`config.mk`:
```
export PLATFORM = sky130hd
export DESIGN_NAME = ranked_list_insert_delete_get_core
export DESIGN_NICKNAME = d
export VERILOG_FILES = /design/src/rtl/rli_pkg.sv /design/src/rtl/rli_dpath.sv /design/src/rtl/rli_ctrl.sv /design/src/rtl/ranked_list_insert_delete_get_core.sv
export SDC_FILE = /design/constraint.sdc
export NUM_CORES = 1
export LEC_CHECK = 0
export BUFFER_PORTS_ARGS = -buffer_cell sky130_fd_sc_hd__buf_2
export CORE_MARGIN = 2
export CORE_UTILIZATION = 40
export DETAILED_ROUTE_END_ITERATION = 10
export PLACE_DENSITY = 0.54
export SYNTH_ARGS = -nofsm -noshare
export SYNTH_HDL_FRONTEND = slang
export SYNTH_SLANG_ARGS = --single-unit
```
`constraint.sdc`:
```
create_clock -name clk_i -period 4.56 [get_ports clk_i]
set_input_delay 0.456 -clock clk_i [delete_from_list [all_inputs] [get_ports clk_i]]
set_output_delay 0.456 -clock clk_i [all_outputs]
set_load 0.005 [all_outputs]
```
`src/rtl/rli_pkg.sv`:
```
// ----------------------------------------------------------------------------
// rli_pkg: shared types for the ranked list core
// Operation and status codes, plus the command and status bundles that
// pass between the controller and the datapath.
// ----------------------------------------------------------------------------
`default_nettype none

package rli_pkg;

  localparam int RANK_W = 7;
  localparam int ELEM_W = 8;

  typedef enum logic [1:0] {
    FUNC_INSERT = 2'd0,
    FUNC_DELETE = 2'd1,
    FUNC_GET    = 2'd2,
    FUNC_PRINT  = 2'd3
  } func_e;

  typedef enum logic [1:0] {
    STATUS_OK     = 2'd0,
    STATUS_BADPOS = 2'd1,
    STATUS_FULL   = 2'd2
  } status_e;

  // Controller to datapath
  typedef struct packed {
    logic    capture;
    logic    rd_en;
    logic    wr_en;
    logic    wr_elem;
    logic    cnt_inc;
    logic    cnt_dec;
    logic    out_load;
    status_e out_status;
    logic    out_has;
    logic    out_last;
  } cmd_t;

  // Datapath to controller
  typedef struct packed {
    func_e func;
    logic  ins_bad;
    logic  acc_bad;
    logic  full;
    logic  empty;
    logic  out_free;
  } stat_t;

endpackage

`default_nettype wire

```
`src/rtl/rli_dpath.sv`:
```
// ----------------------------------------------------------------------------
// rli_dpath: ranked list datapath
// Element memory, element count, captured input word, rank checks and the
// output register.
// ----------------------------------------------------------------------------
`default_nettype none

module rli_dpath #(
  parameter int CAPACITY = 64
) (
  input  wire logic                       clk_i,
  input  wire logic                       rst_ni,
  input  wire rli_pkg::cmd_t              cmd_i,
  input  wire logic [$clog2(CAPACITY)-1:0] rd_addr_i,
  input  wire logic [$clog2(CAPACITY)-1:0] wr_addr_i,
  output rli_pkg::stat_t                  stat_o,
  output logic [$clog2(CAPACITY)-1:0]     rank_idx_o,
  output logic [$clog2(CAPACITY)-1:0]     last_idx_o,
  output logic [$clog2(CAPACITY)-1:0]     cnt_addr_o,
  input  wire logic [1:0]                 func_i,
  input  wire logic [rli_pkg::RANK_W-1:0] rank_i,
  input  wire logic [rli_pkg::ELEM_W-1:0] element_i,
  output logic                            out_valid_o,
  input  wire logic                       out_ready_i,
  output logic [1:0]                      status_o,
  output logic                            has_element_o,
  output logic [rli_pkg::ELEM_W-1:0]      element_out_o,
  output logic                            last_o
);

  localparam int AW   = $clog2(CAPACITY);
  localparam int CW   = $clog2(CAPACITY + 1);
  localparam int CMPW = ((CW > rli_pkg::RANK_W) ? CW : rli_pkg::RANK_W) + 1;

  rli_pkg::func_e              func_q;
  logic [rli_pkg::RANK_W-1:0]  rank_q;
  logic [rli_pkg::ELEM_W-1:0]  elem_q;
  logic [CW-1:0]               count_q;
  logic [rli_pkg::ELEM_W-1:0]  mem_q [CAPACITY];
  logic [rli_pkg::ELEM_W-1:0]  rdata_q;
  logic [rli_pkg::ELEM_W-1:0]  wdata;

  logic                        out_valid_q;
  rli_pkg::status_e            out_status_q;
  logic                        out_has_q;
  logic [rli_pkg::ELEM_W-1:0]  out_elem_q;
  logic                        out_last_q;

  logic [CMPW-1:0]             rank_w;
  logic [CMPW-1:0]             cnt_w;

  // Capture the input word
  always_ff @(posedge clk_i) begin
    if (cmd_i.capture) begin
      func_q <= rli_pkg::func_e'(func_i);
      rank_q <= rank_i;
      elem_q <= element_i;
    end
  end

  // Track the number of stored elements
  always_ff @(posedge clk_i or negedge rst_ni) begin
    if (!rst_ni) begin
      count_q <= '0;
    end else if (cmd_i.cnt_inc) begin
      count_q <= count_q + CW'(1);
    end else if (cmd_i.cnt_dec) begin
      count_q <= count_q - CW'(1);
    end
  end

  // Element memory: one write and one registered read per cycle
  assign wdata = cmd_i.wr_elem ? elem_q : rdata_q;

  always_ff @(posedge clk_i) begin
    if (cmd_i.wr_en) begin
      mem_q[wr_addr_i] <= wdata;
    end
    if (cmd_i.rd_en) begin
      rdata_q <= mem_q[rd_addr_i];
    end
  end

  // Rank checks against the count
  assign rank_w = CMPW'(rank_q);
  assign cnt_w  = CMPW'(count_q);

  assign stat_o.func     = func_q;
  assign stat_o.ins_bad  = (rank_q == '0) || (rank_w > cnt_w + CMPW'(1));
  assign stat_o.acc_bad  = (rank_q == '0) || (rank_w > cnt_w);
  assign stat_o.full     = (count_q == CW'(CAPACITY));
  assign stat_o.empty    = (count_q == '0);
  assign stat_o.out_free = !out_valid_q || out_ready_i;

  assign rank_idx_o = AW'(rank_w - CMPW'(1));
  assign last_idx_o = AW'(cnt_w - CMPW'(1));
  assign cnt_addr_o = AW'(cnt_w);

  // Output register: load a result word, drop it once taken
  always_ff @(posedge clk_i or negedge rst_ni) begin
    if (!rst_ni) begin
      out_valid_q <= 1'b0;
    end else if (cmd_i.out_load) begin
      out_valid_q <= 1'b1;
    end else if (out_ready_i) begin
      out_valid_q <= 1'b0;
    end
  end

  always_ff @(posedge clk_i) begin
    if (cmd_i.out_load) begin
      out_status_q <= cmd_i.out_status;
      out_has_q    <= cmd_i.out_has;
      out_elem_q   <= cmd_i.out_has ? rdata_q : '0;
      out_last_q   <= cmd_i.out_last;
    end
  end

  assign out_valid_o   = out_valid_q;
  assign status_o      = out_status_q;
  assign has_element_o = out_has_q;
  assign element_out_o = out_elem_q;
  assign last_o        = out_last_q;

endmodule

`default_nettype wire

```
`src/rtl/rli_ctrl.sv`:
```
// ----------------------------------------------------------------------------
// rli_ctrl: ranked list controller
// Decodes each operation, sequences the element shifts through the memory
// and the print stream, and issues result words.
// ----------------------------------------------------------------------------
`default_nettype none

module rli_ctrl #(
  parameter int CAPACITY = 64
) (
  input  wire logic                        clk_i,
  input  wire logic                        rst_ni,
  input  wire logic                        in_valid_i,
  output logic                             in_ready_o,
  input  wire rli_pkg::stat_t              stat_i,
  input  wire logic [$clog2(CAPACITY)-1:0] rank_idx_i,
  input  wire logic [$clog2(CAPACITY)-1:0] last_idx_i,
  input  wire logic [$clog2(CAPACITY)-1:0] cnt_addr_i,
  output rli_pkg::cmd_t                    cmd_o,
  output logic [$clog2(CAPACITY)-1:0]      rd_addr_o,
  output logic [$clog2(CAPACITY)-1:0]      wr_addr_o
);

  localparam int AW = $clog2(CAPACITY);

  typedef enum logic [3:0] {
    S_IDLE,
    S_DECIDE,
    S_SHIFT,
    S_TAIL,
    S_INS_WR,
    S_GET_RD,
    S_PR_RD,
    S_PR_EM,
    S_EMIT
  } state_e;

  state_e           state_q, state_d;
  logic [AW-1:0]    src_q, src_d;
  logic [AW-1:0]    wa_q, wa_d;
  logic             pend_q, pend_d;
  rli_pkg::status_e st_q, st_d;
  logic             has_q, has_d;
  logic             up;
  logic             stop;

  assign up   = (stat_i.func == rli_pkg::FUNC_INSERT);
  assign stop = up ? (src_q == rank_idx_i) : (src_q == last_idx_i);

  assign in_ready_o = (state_q == S_IDLE);

  // Next state and commands
  always_comb begin
    state_d   = state_q;
    src_d     = src_q;
    wa_d      = wa_q;
    pend_d    = pend_q;
    st_d      = st_q;
    has_d     = has_q;
    cmd_o     = '0;
    rd_addr_o = src_q;
    wr_addr_o = wa_q;

    unique case (state_q)
      S_IDLE: begin
        if (in_valid_i) begin
          cmd_o.capture = 1'b1;
          state_d       = S_DECIDE;
        end
      end

      S_DECIDE: begin
        st_d   = rli_pkg::STATUS_OK;
        has_d  = 1'b0;
        pend_d = 1'b0;
        unique case (stat_i.func)
          rli_pkg::FUNC_INSERT: begin
            if (stat_i.ins_bad) begin
              st_d    = rli_pkg::STATUS_BADPOS;
              state_d = S_EMIT;
            end else if (stat_i.full) begin
              st_d    = rli_pkg::STATUS_FULL;
              state_d = S_EMIT;
            end else if (rank_idx_i == cnt_addr_i) begin
              wa_d    = rank_idx_i;
              state_d = S_INS_WR;
            end else begin
              src_d   = last_idx_i;
              wa_d    = cnt_addr_i;
              state_d = S_SHIFT;
            end
          end
          rli_pkg::FUNC_DELETE: begin
            if (stat_i.acc_bad) begin
              st_d    = rli_pkg::STATUS_BADPOS;
              state_d = S_EMIT;
            end else if (rank_idx_i == last_idx_i) begin
              cmd_o.cnt_dec = 1'b1;
              state_d       = S_EMIT;
            end else begin
              src_d   = rank_idx_i + AW'(1);
              wa_d    = rank_idx_i;
              state_d = S_SHIFT;
            end
          end
          rli_pkg::FUNC_GET: begin
            if (stat_i.acc_bad) begin
              st_d    = rli_pkg::STATUS_BADPOS;
              state_d = S_EMIT;
            end else begin
              cmd_o.rd_en = 1'b1;
              rd_addr_o   = rank_idx_i;
              state_d     = S_GET_RD;
            end
          end
          rli_pkg::FUNC_PRINT: begin
            if (stat_i.empty) begin
              state_d = S_EMIT;
            end else begin
              src_d   = '0;
              state_d = S_PR_RD;
            end
          end
          default: begin
            state_d = S_IDLE;
          end
        endcase
      end

      // Move one element a cycle: read the next source, write the last one
      S_SHIFT: begin
        cmd_o.rd_en = 1'b1;
        pend_d      = 1'b1;
        if (pend_q) begin
          cmd_o.wr_en = 1'b1;
          wa_d        = up ? (wa_q - AW'(1)) : (wa_q + AW'(1));
        end
        if (stop) begin
          state_d = S_TAIL;
        end else begin
          src_d = up ? (src_q - AW'(1)) : (src_q + AW'(1));
        end
      end

      // Write the final moved element
      S_TAIL: begin
        cmd_o.wr_en = 1'b1;
        if (up) begin
          wa_d    = wa_q - AW'(1);
          state_d = S_INS_WR;
        end else begin
          cmd_o.cnt_dec = 1'b1;
          state_d       = S_EMIT;
        end
      end

      S_INS_WR: begin
        cmd_o.wr_en   = 1'b1;
        cmd_o.wr_elem = 1'b1;
        cmd_o.cnt_inc = 1'b1;
        state_d       = S_EMIT;
      end

      S_GET_RD: begin
        has_d   = 1'b1;
        state_d = S_EMIT;
      end

      S_PR_RD: begin
        cmd_o.rd_en = 1'b1;
        state_d     = S_PR_EM;
      end

      // Stream one element word, marking the last
      S_PR_EM: begin
        if (stat_i.out_free) begin
          cmd_o.out_load   = 1'b1;
          cmd_o.out_status = rli_pkg::STATUS_OK;
          cmd_o.out_has    = 1'b1;
          cmd_o.out_last   = (src_q == last_idx_i);
          if (src_q == last_idx_i) begin
            state_d = S_IDLE;
          end else begin
            src_d   = src_q + AW'(1);
            state_d = S_PR_RD;
          end
        end
      end

      S_EMIT: begin
        if (stat_i.out_free) begin
          cmd_o.out_load   = 1'b1;
          cmd_o.out_status = st_q;
          cmd_o.out_has    = has_q;
          cmd_o.out_last   = 1'b1;
          state_d          = S_IDLE;
        end
      end

      default: begin
        state_d = S_IDLE;
      end
    endcase
  end

  // Hold state and sequencing registers
  always_ff @(posedge clk_i or negedge rst_ni) begin
    if (!rst_ni) begin
      state_q <= S_IDLE;
      src_q   <= '0;
      wa_q    <= '0;
      pend_q  <= 1'b0;
      st_q    <= rli_pkg::STATUS_OK;
      has_q   <= 1'b0;
    end else begin
      state_q <= state_d;
      src_q   <= src_d;
      wa_q    <= wa_d;
      pend_q  <= pend_d;
      st_q    <= st_d;
      has_q   <= has_d;
    end
  end

endmodule

`default_nettype wire

```
`src/rtl/ranked_list_insert_delete_get_core.sv`:
```
// ----------------------------------------------------------------------------
// ranked_list_insert_delete_get_core: ranked byte list with rank access
// Insert, delete, get and print on an ordered list addressed by rank from 1.
// ----------------------------------------------------------------------------
`default_nettype none

// Holds up to CAPACITY bytes in a single memory with one write port and one
// registered read port; the list is shifted through that port one element
// per cycle. One word is taken at a time. After acceptance, get reads the
// memory, then issues its result; a bad rank or full list answers directly.
// Insert moves later elements up one by one, then writes the new one, or
// writes it at once when appending; delete moves later elements down one by
// one, or only drops the count when the last element goes. Print reads each
// element, then loads it into the output, or gives one empty marked word on
// an empty list. A finished result sits in an output register, so the result
// side may stall without losing words; the next input word is taken once the
// current operation has issued its last result.
module ranked_list_insert_delete_get_core #(
  parameter int CAPACITY = 64
) (
  input  wire logic                        clk_i,
  input  wire logic                        rst_ni,
  input  wire logic                        in_valid_i,
  output logic                             in_ready_o,
  input  wire logic [1:0]                  func_i,
  input  wire logic [rli_pkg::RANK_W-1:0]  rank_i,
  input  wire logic [rli_pkg::ELEM_W-1:0]  element_i,
  output logic                             out_valid_o,
  input  wire logic                        out_ready_i,
  output logic [1:0]                       status_o,
  output logic                             has_element_o,
  output logic [rli_pkg::ELEM_W-1:0]       element_out_o,
  output logic                             last_o
);

  localparam int AW = $clog2(CAPACITY);

  rli_pkg::cmd_t  cmd;
  rli_pkg::stat_t stat;
  logic [AW-1:0]  rd_addr;
  logic [AW-1:0]  wr_addr;
  logic [AW-1:0]  rank_idx;
  logic [AW-1:0]  last_idx;
  logic [AW-1:0]  cnt_addr;

  rli_ctrl #(
    .CAPACITY (CAPACITY)
  ) u_ctrl (
    .clk_i      (clk_i),
    .rst_ni     (rst_ni),
    .in_valid_i (in_valid_i),
    .in_ready_o (in_ready_o),
    .stat_i     (stat),
    .rank_idx_i (rank_idx),
    .last_idx_i (last_idx),
    .cnt_addr_i (cnt_addr),
    .cmd_o      (cmd),
    .rd_addr_o  (rd_addr),
    .wr_addr_o  (wr_addr)
  );

  rli_dpath #(
    .CAPACITY (CAPACITY)
  ) u_dpath (
    .clk_i         (clk_i),
    .rst_ni        (rst_ni),
    .cmd_i         (cmd),
    .rd_addr_i     (rd_addr),
    .wr_addr_i     (wr_addr),
    .stat_o        (stat),
    .rank_idx_o    (rank_idx),
    .last_idx_o    (last_idx),
    .cnt_addr_o    (cnt_addr),
    .func_i        (func_i),
    .rank_i        (rank_i),
    .element_i     (element_i),
    .out_valid_o   (out_valid_o),
    .out_ready_i   (out_ready_i),
    .status_o      (status_o),
    .has_element_o (has_element_o),
    .element_out_o (element_out_o),
    .last_o        (last_o)
  );

endmodule

`default_nettype wire

```
Word-level counts from Yosys, hierarchy flattened
Memory sizes are Yosys's and may differ from the RTL's. A register that Yosys moved wholly into a read port is not among the register bits.
Cells that the tools add are included.
Storage, ports and cells
  register bits: 57
  bits in latches: 0
  memories kept: 1
  memory bits (read-only): 0
  logic and storage cells: 151
  RAM bits: 512
Memory list
  u_dpath.mem_q: words 64, width 8, read ports 1, clocked after Yosys merged registers in 1, write ports 1, RTL line rli_dpath.sv:39  | logic [rli_pkg::ELEM_W-1:0] mem_q [CAPACITY];
Operators by class
  eq/ne operators: 32
  bitwise logic cells: 0
  divide/modulo/power cells: 0
  multiply operators: 0
  multiplexer cells: 70
  $add $sub $neg: 10
  magnitude comparators: 2
  reductions and logical operators: 21
  shift operators: 0
Operators with widths (count)
  6-bit two-way mux: 21
  6-bit case mux with 3 select lines: 3
  4-bit two-way mux: 11
  4-bit case mux with 8 select lines: 1
  6-bit equality test: 4
  6-bit by 1-bit subtractor with 6-bit output (second input constant): 4
  6-bit by 1-bit adder with 6-bit output (second input constant): 3
  3-bit != test (second input constant): 6
  4-bit by 3-bit equality test with 1-bit output (second input constant): 4
  4-bit case mux with 4 select lines: 1
  1-bit two-way mux: 15
  7-bit zero test: 2
  7-bit two-way mux: 2
  6-bit case mux with 2 select lines: 1
  11-bit AND reduction: 1
  5-bit two-way mux: 2
  2-bit != test (second input constant): 5
  1-bit case mux with 2 select lines: 5
  5-bit case mux with 2 select lines: 1
  7-bit by 1-bit adder with 8-bit output (second input constant): 1
  4-bit by 2-bit equality test with 1-bit output (second input constant): 2
  7-bit by 8-bit greater-than comparator with 1-bit output: 1
  8-bit two-way mux: 1
  8-bit AND reduction: 1
  22 further kinds: 37

Longest topological paths before layout
  depth after elaboration: 8
  gate-level depth with buffers: 16

Modules after synthesis
A second synthesis with hierarchy kept.
Second synthesis, totals
  cells, all modules: 1466
  area, all modules: 24941.4 µm²
Modules (own cells, without submodules)
  rli_dpath: area each 22397.7 µm², instances 1, seq. area each 16686.0 µm², cells an instance 1139
  rli_ctrl: area each 2543.7 µm², instances 1, seq. area each 500.5 µm², cells an instance 327

Least setup slack after synthesis
No wires, ideal clock.
  path kind: register -> register
  start point: reg u_dpath.count_q[0]
  end point: reg u_dpath.rdata_q[2] in the netlist's numbering, read port of u_dpath.mem_q (data pin)
  period minus slack after synthesis: 3.863 ns
  data arrival time: 3.600 ns
  stages on the path, launching flop included: 14
  path buffers: 3
  slack: 0.697 ns
  data required time: 4.297 ns
  cells stage by stage: dfrtp_1 > clkbuf_1 > inv_1 > ha_1 > or3_1 > o21a_1 > buf_2 > o31ai_4 > nand2_4 > buf_6 > mux2i_1 > o22ai_1 > or4_1 > a2111o_1
Between the ends
  cells in the longest elaborated chain, start to end: 5
Ends and longest elaborated chain
  from (decl): RTL line rli_dpath.sv:38  | logic [CW-1:0] count_q;
  from (signal assigned): RTL line rli_dpath.sv:66  | count_q <= count_q + CW'(1);
  from (signal assigned): RTL line rli_dpath.sv:68  | count_q <= count_q - CW'(1);
  7-bit greater-than comparator *: RTL line rli_dpath.sv:90  | assign stat_o.acc_bad = (rank_q == '0) || (rank_w > cnt_w);
  1-bit logical OR *: RTL line rli_dpath.sv:90
  1-bit two-way mux or 6-bit two-way mux (tied branches): RTL line rli_ctrl.sv:107  | if (stat_i.acc_bad) begin
  1-bit two-way mux or 6-bit two-way mux (tied branches): RTL line rli_ctrl.sv:76  | unique case (stat_i.func)
  1-bit case mux with 2 select lines or 6-bit two-way mux (tied branches): RTL line rli_ctrl.sv:64  | unique case (state_q)
  to (decl): RTL line rli_dpath.sv:40  | logic [rli_pkg::ELEM_W-1:0] rdata_q;
Every way passes the cells marked *; elsewhere a longest branch is shown, timed or not.
A chain may end at the register's enable or synchronous reset.

Final worst setup path
  start point: reg u_dpath.rank_q[4] in the netlist's numbering
  end point: reg u_dpath.rdata_q[2] in the netlist's numbering, read port of u_dpath.mem_q (data pin)
Between the ends
  cells in the longest elaborated chain, start to end: 5
Ends and longest elaborated chain
  from (decl): RTL line rli_dpath.sv:36  | logic [rli_pkg::RANK_W-1:0] rank_q;
  from (signal assigned): RTL line rli_dpath.sv:56  | rank_q <= rank_i;
  7-bit greater-than comparator or 7-bit zero test (tied branches): RTL line rli_dpath.sv:90
  1-bit logical OR: RTL line rli_dpath.sv:90
  1-bit two-way mux or 6-bit two-way mux (tied branches): RTL line rli_ctrl.sv:107
  1-bit two-way mux or 6-bit two-way mux (tied branches): RTL line rli_ctrl.sv:76
  1-bit case mux with 2 select lines or 6-bit two-way mux (tied branches): RTL line rli_ctrl.sv:64
Several ways; a longest one is shown, not always the timed one.

==> flow_summary_export.csv <==
group,metric,value,unit
worst_hold_path,hp-class,"primary input to flip-flop",
cells_and_area,final_net_count,1960,
critical_path,worstPathMaxFanout,42,
critical_path,worst-setup-path-type,"flip-flop to flip-flop",
cts,clock_path_buffers,3,
die,core_area,62900,µm²
routing,firstDrtPassIters,5,
synthesis,synth-edff-count,549,
cells_and_area,fillers,5632,
cts,cts_buffers,60,
timing,hold_viol,0,
global_routing,grt_first_pass_wirelength,106000,µm
routing,wl_per_cell,25.5,µm
timing,rsz0062_at_grt,"no",
synthesis,yosysMostFrequentCell,"edfxtp_1",
cts,tritoncts,"built",
cts,clk_latency,0.63,ns
synthesis,async_reset_ff_share,4.85,%
synthesis,synth_seq_cells,577,
timing,tns,0,ns
synthesis,synth_top_area_share,65.0,%
critical_path,required,4.93,ns
timing,fmax,227,MHz
global_routing,grt_max_degree,97,
cts,numClockSinks,577,
die,rows,92,
critical_path,crit_path_end_kind,"flip-flop",
synthesis,yosysUniqueCellTypes,68,
routing,antenna_left,0,
timing,setup_viol,0,
power,power_density,668,nW/µm²
flow_run,cap_violations,0,
routing,drc,0,
synthesis,syn_area,25400,µm²
synthesis,syn_nets,1895,
routing,vias,16032,
critical_path,reg2reg_slack,0.16,ns
synthesis,yosys_warnings,0,
timing,relSlewSlack,23.8,%
placed_design,io_buffers,34,
routing,first_iter_violations,1641,
placed_design,dp_hpwl,46700,µm
global_routing,gr-total-overflow,0,
cts,clock-root-buffer,"clkbuf_16",
synthesis,syn_avg_cell_area,13.8,µm²
synthesis,yosysTopAreaCell,"edfxtp_1",
timing,period_needed,4.40,ns
global_routing,antenna_found_initial,0,
power,power.leakage,10.0,nW
cells_and_area,drive_above_1_share,12.5,%
synthesis,netlist_instances,1841,
routing,routed_wl,71500,µm
power,ir_drop,334,µV
cells_and_area,antenna_cells,0,
die,die_x,256,µm
die,die_area,65400,µm²
critical_path,crit_arrival,4.77,ns
routing,vias_per_cell,5.72,
timing,maxSlewViolCount,0,
die,io_pins,35,
cts,clk_pin_slew,0.06,ns
critical_path,start_kind,"flip-flop",
die,start_util,40.4,%
placed_design,place_congestion,0.855,
timing,min_period_over_period,96.5,%
timing,fin_skew,0.0214,ns
cts,h-tree-depth,2,
cells_and_area,area_delta_synth_final,13.8,%
synthesis,ys_seq_area_share,67.8,%
run_status,outcome,"complete, no violations",
cells_and_area,finish.utilization,45.9,%
die,die_h,256,µm
synthesis,synth_top_flop_cell,"edfxtp_1",
synthesis,synth_commonest_cells,"edfxtp_1 (549), mux2i_1 (162), a21oi_1 (139), o21ai_0 (129), nand3_1 (120)",
synthesis,ys_top_cells_by_area,"edfxtp_1 (65%), mux2i_1 (6.4%), dfrtp_1 (2.8%)",
timing,worstMarginPinSlew,1.14,ns
global_routing,grt_pass1_vias,15907,
global_routing,track_usage,21.7,%
==> where the power goes <==
group	leakage, nW	total [mW]	switching [mW]	internal, mW
sequential	5.31	7.32	0.340	6.98
combinational	3.79	7.28	4.83	2.45
clock	0.918	4.68	2.08	2.60
==> sequential cells by signal, summed over array words and instances (netlist names), 4 cells and up <==
| signal | cells |
|---|---|
| u_ctrl.wr_addr_o | 6 |
| u_dpath.mem_q | 512 |
| u_dpath.count_q | 7 |
| u_dpath.elem_q | 8 |
| u_ctrl.state_q | 4 |
| u_dpath.rdata_q | 8 |
| u_ctrl.src_q | 6 |
| u_dpath.rank_q | 7 |
| u_dpath.element_out_o | 8 |
==> stage by stage <==
step	area [µm²]	power (mW)	worst slack [ns]	hold slack, ns	instances
3_5_place_dp	26800	14.6	0.107	0.472	2671
4_1_cts	28800	19.3	0.0364	0.157	2800
2_1_floorplan	25400	11.8	0.697	0.160	1841
5_1_grt	28900	20.2	0.0149	0.220	2801
3_3_place_gp	26800	14.5	0.0841	0.470	2671
6_report	28900	19.3	0.160	0.184	2801
==> cells in the final DEF (no fill, tap or decap), types with 5 or more instances in the layout <==
| master | Yosys | layout |
|---|---|---|
| edfxtp_1 | 549 | 549 |
| mux2i_1 | 162 | 162 |
| a21oi_1 | 139 | 139 |
| o21ai_0 | 129 | 128 |
| nand3_1 | 120 | 120 |
| nor2_1 | 102 | 102 |
| buf_4 | 2 | 66 |
| clkbuf_16 | 0 | 61 |
| o22a_1 | 46 | 46 |
| nand2_1 | 45 | 45 |
| o22ai_1 | 39 | 37 |
| buf_2 | 26 | 34 |
| ha_1 | 32 | 32 |
| xnor2_1 | 31 | 31 |
| a31oi_1 | 31 | 30 |
| nor4_1 | 31 | 29 |
| dfrtp_1 | 28 | 28 |
| inv_1 | 27 | 27 |
| nor3_1 | 25 | 22 |
| clkinv_1 | 0 | 19 |
| dlygate4sd3_1 | 0 | 18 |
| clkinv_2 | 0 | 16 |
| or3_1 | 15 | 15 |
| xor2_1 | 14 | 14 |
| and2_1 | 11 | 11 |
| buf_12 | 0 | 11 |
| mux2_2 | 10 | 10 |
| or2_2 | 10 | 10 |
| or4_1 | 10 | 10 |
| and3_1 | 8 | 8 |
| a2111o_1 | 8 | 8 |
| o211ai_1 | 7 | 7 |
| xnor3_1 | 6 | 6 |
| o21a_1 | 6 | 6 |
| a22o_1 | 6 | 6 |
| nand3b_1 | 5 | 5 |
| nand4_1 | 5 | 5 |
==> cell type report <==
class,count,area [µm²],area share [%]
flip-flops and latches,577,17200,59.5
multi-input cells,1111,7610,26.4
clock buffers,65,1540,5.34
repair buffers,129,1070,3.69
well taps,846,1060,3.67
clock inverters,46,309,1.07
inverters,27,101,0.351
==> critical path: stages (launching register included) <==
cell	delay, ns
edfxtp_1	0.47
ha_1	0.34
nand4_1	0.15
or3_1	0.44
o21a_1	0.23
o31ai_4	0.42
nand2_8	0.27
buf_12	0.29
mux2i_1	0.26
o22ai_1	0.14
or4_1	0.66
a2111o_1	0.43
==> cells by family (layout without fill, tap and decap cells) <==
family | after synthesis | count (layout) | synth area share [%]
AO/OA/AOI/OAI | 441 | 441 | 10.6
XOR/XNOR | 51 | 51 | 2.09
adder cells (fa/ha/maj) | 33 | 33 | 1.66
buffers and inverters | 153 | 267 | 2.57
flip-flops | 577 | 577 | 67.8
multiplexers | 172 | 172 | 6.84
AND/OR/NAND/NOR | 414 | 414 | 8.51
==> path summary, 6_finish.rpt <==
check                                       startpoint                              end  depth (start not counted)
max                        u_dpath.rank_q[4]$_DFFE_PP_     u_dpath.rdata_q[2]$_DFFE_PP_                         11
min                                        out_ready_i  u_dpath.out_valid_o$_DFFE_PN0P_                          3
max reg2reg                u_dpath.rank_q[4]$_DFFE_PP_     u_dpath.rdata_q[2]$_DFFE_PP_                         11
min reg2reg                   u_ctrl.has_q$_DFFE_PN0P_         u_ctrl.has_q$_DFFE_PN0P_                          2
max in group asynchronous                       rst_ni       u_ctrl.st_q[0]$_DFFE_PN0P_                          2
min in group asynchronous                       rst_ni   u_dpath.count_q[3]$_DFFE_PN0P_                          2
==> routing by layer <==
layer	part of all wire [%]	wire length (µm)	up-vias	track usage, %
li1	-	-	7253	-
met1	46	32800	8084	31.5
met2	45	32000	589	33.2
met3	7.0	5020	106	4.44
met4	2.4	1690	0	5.82
met5	0	0	-	0
==> what timing repair did <==
action / in CTS / in global routing
setup buffers: 0 / 1
endpoints found under the setup margin: 0 / 7
hold endpoints to repair: 45 / 0
hold buffers: 18 / 0
resized for setup: 0 / 3
(Power assumes the default switching activity.)
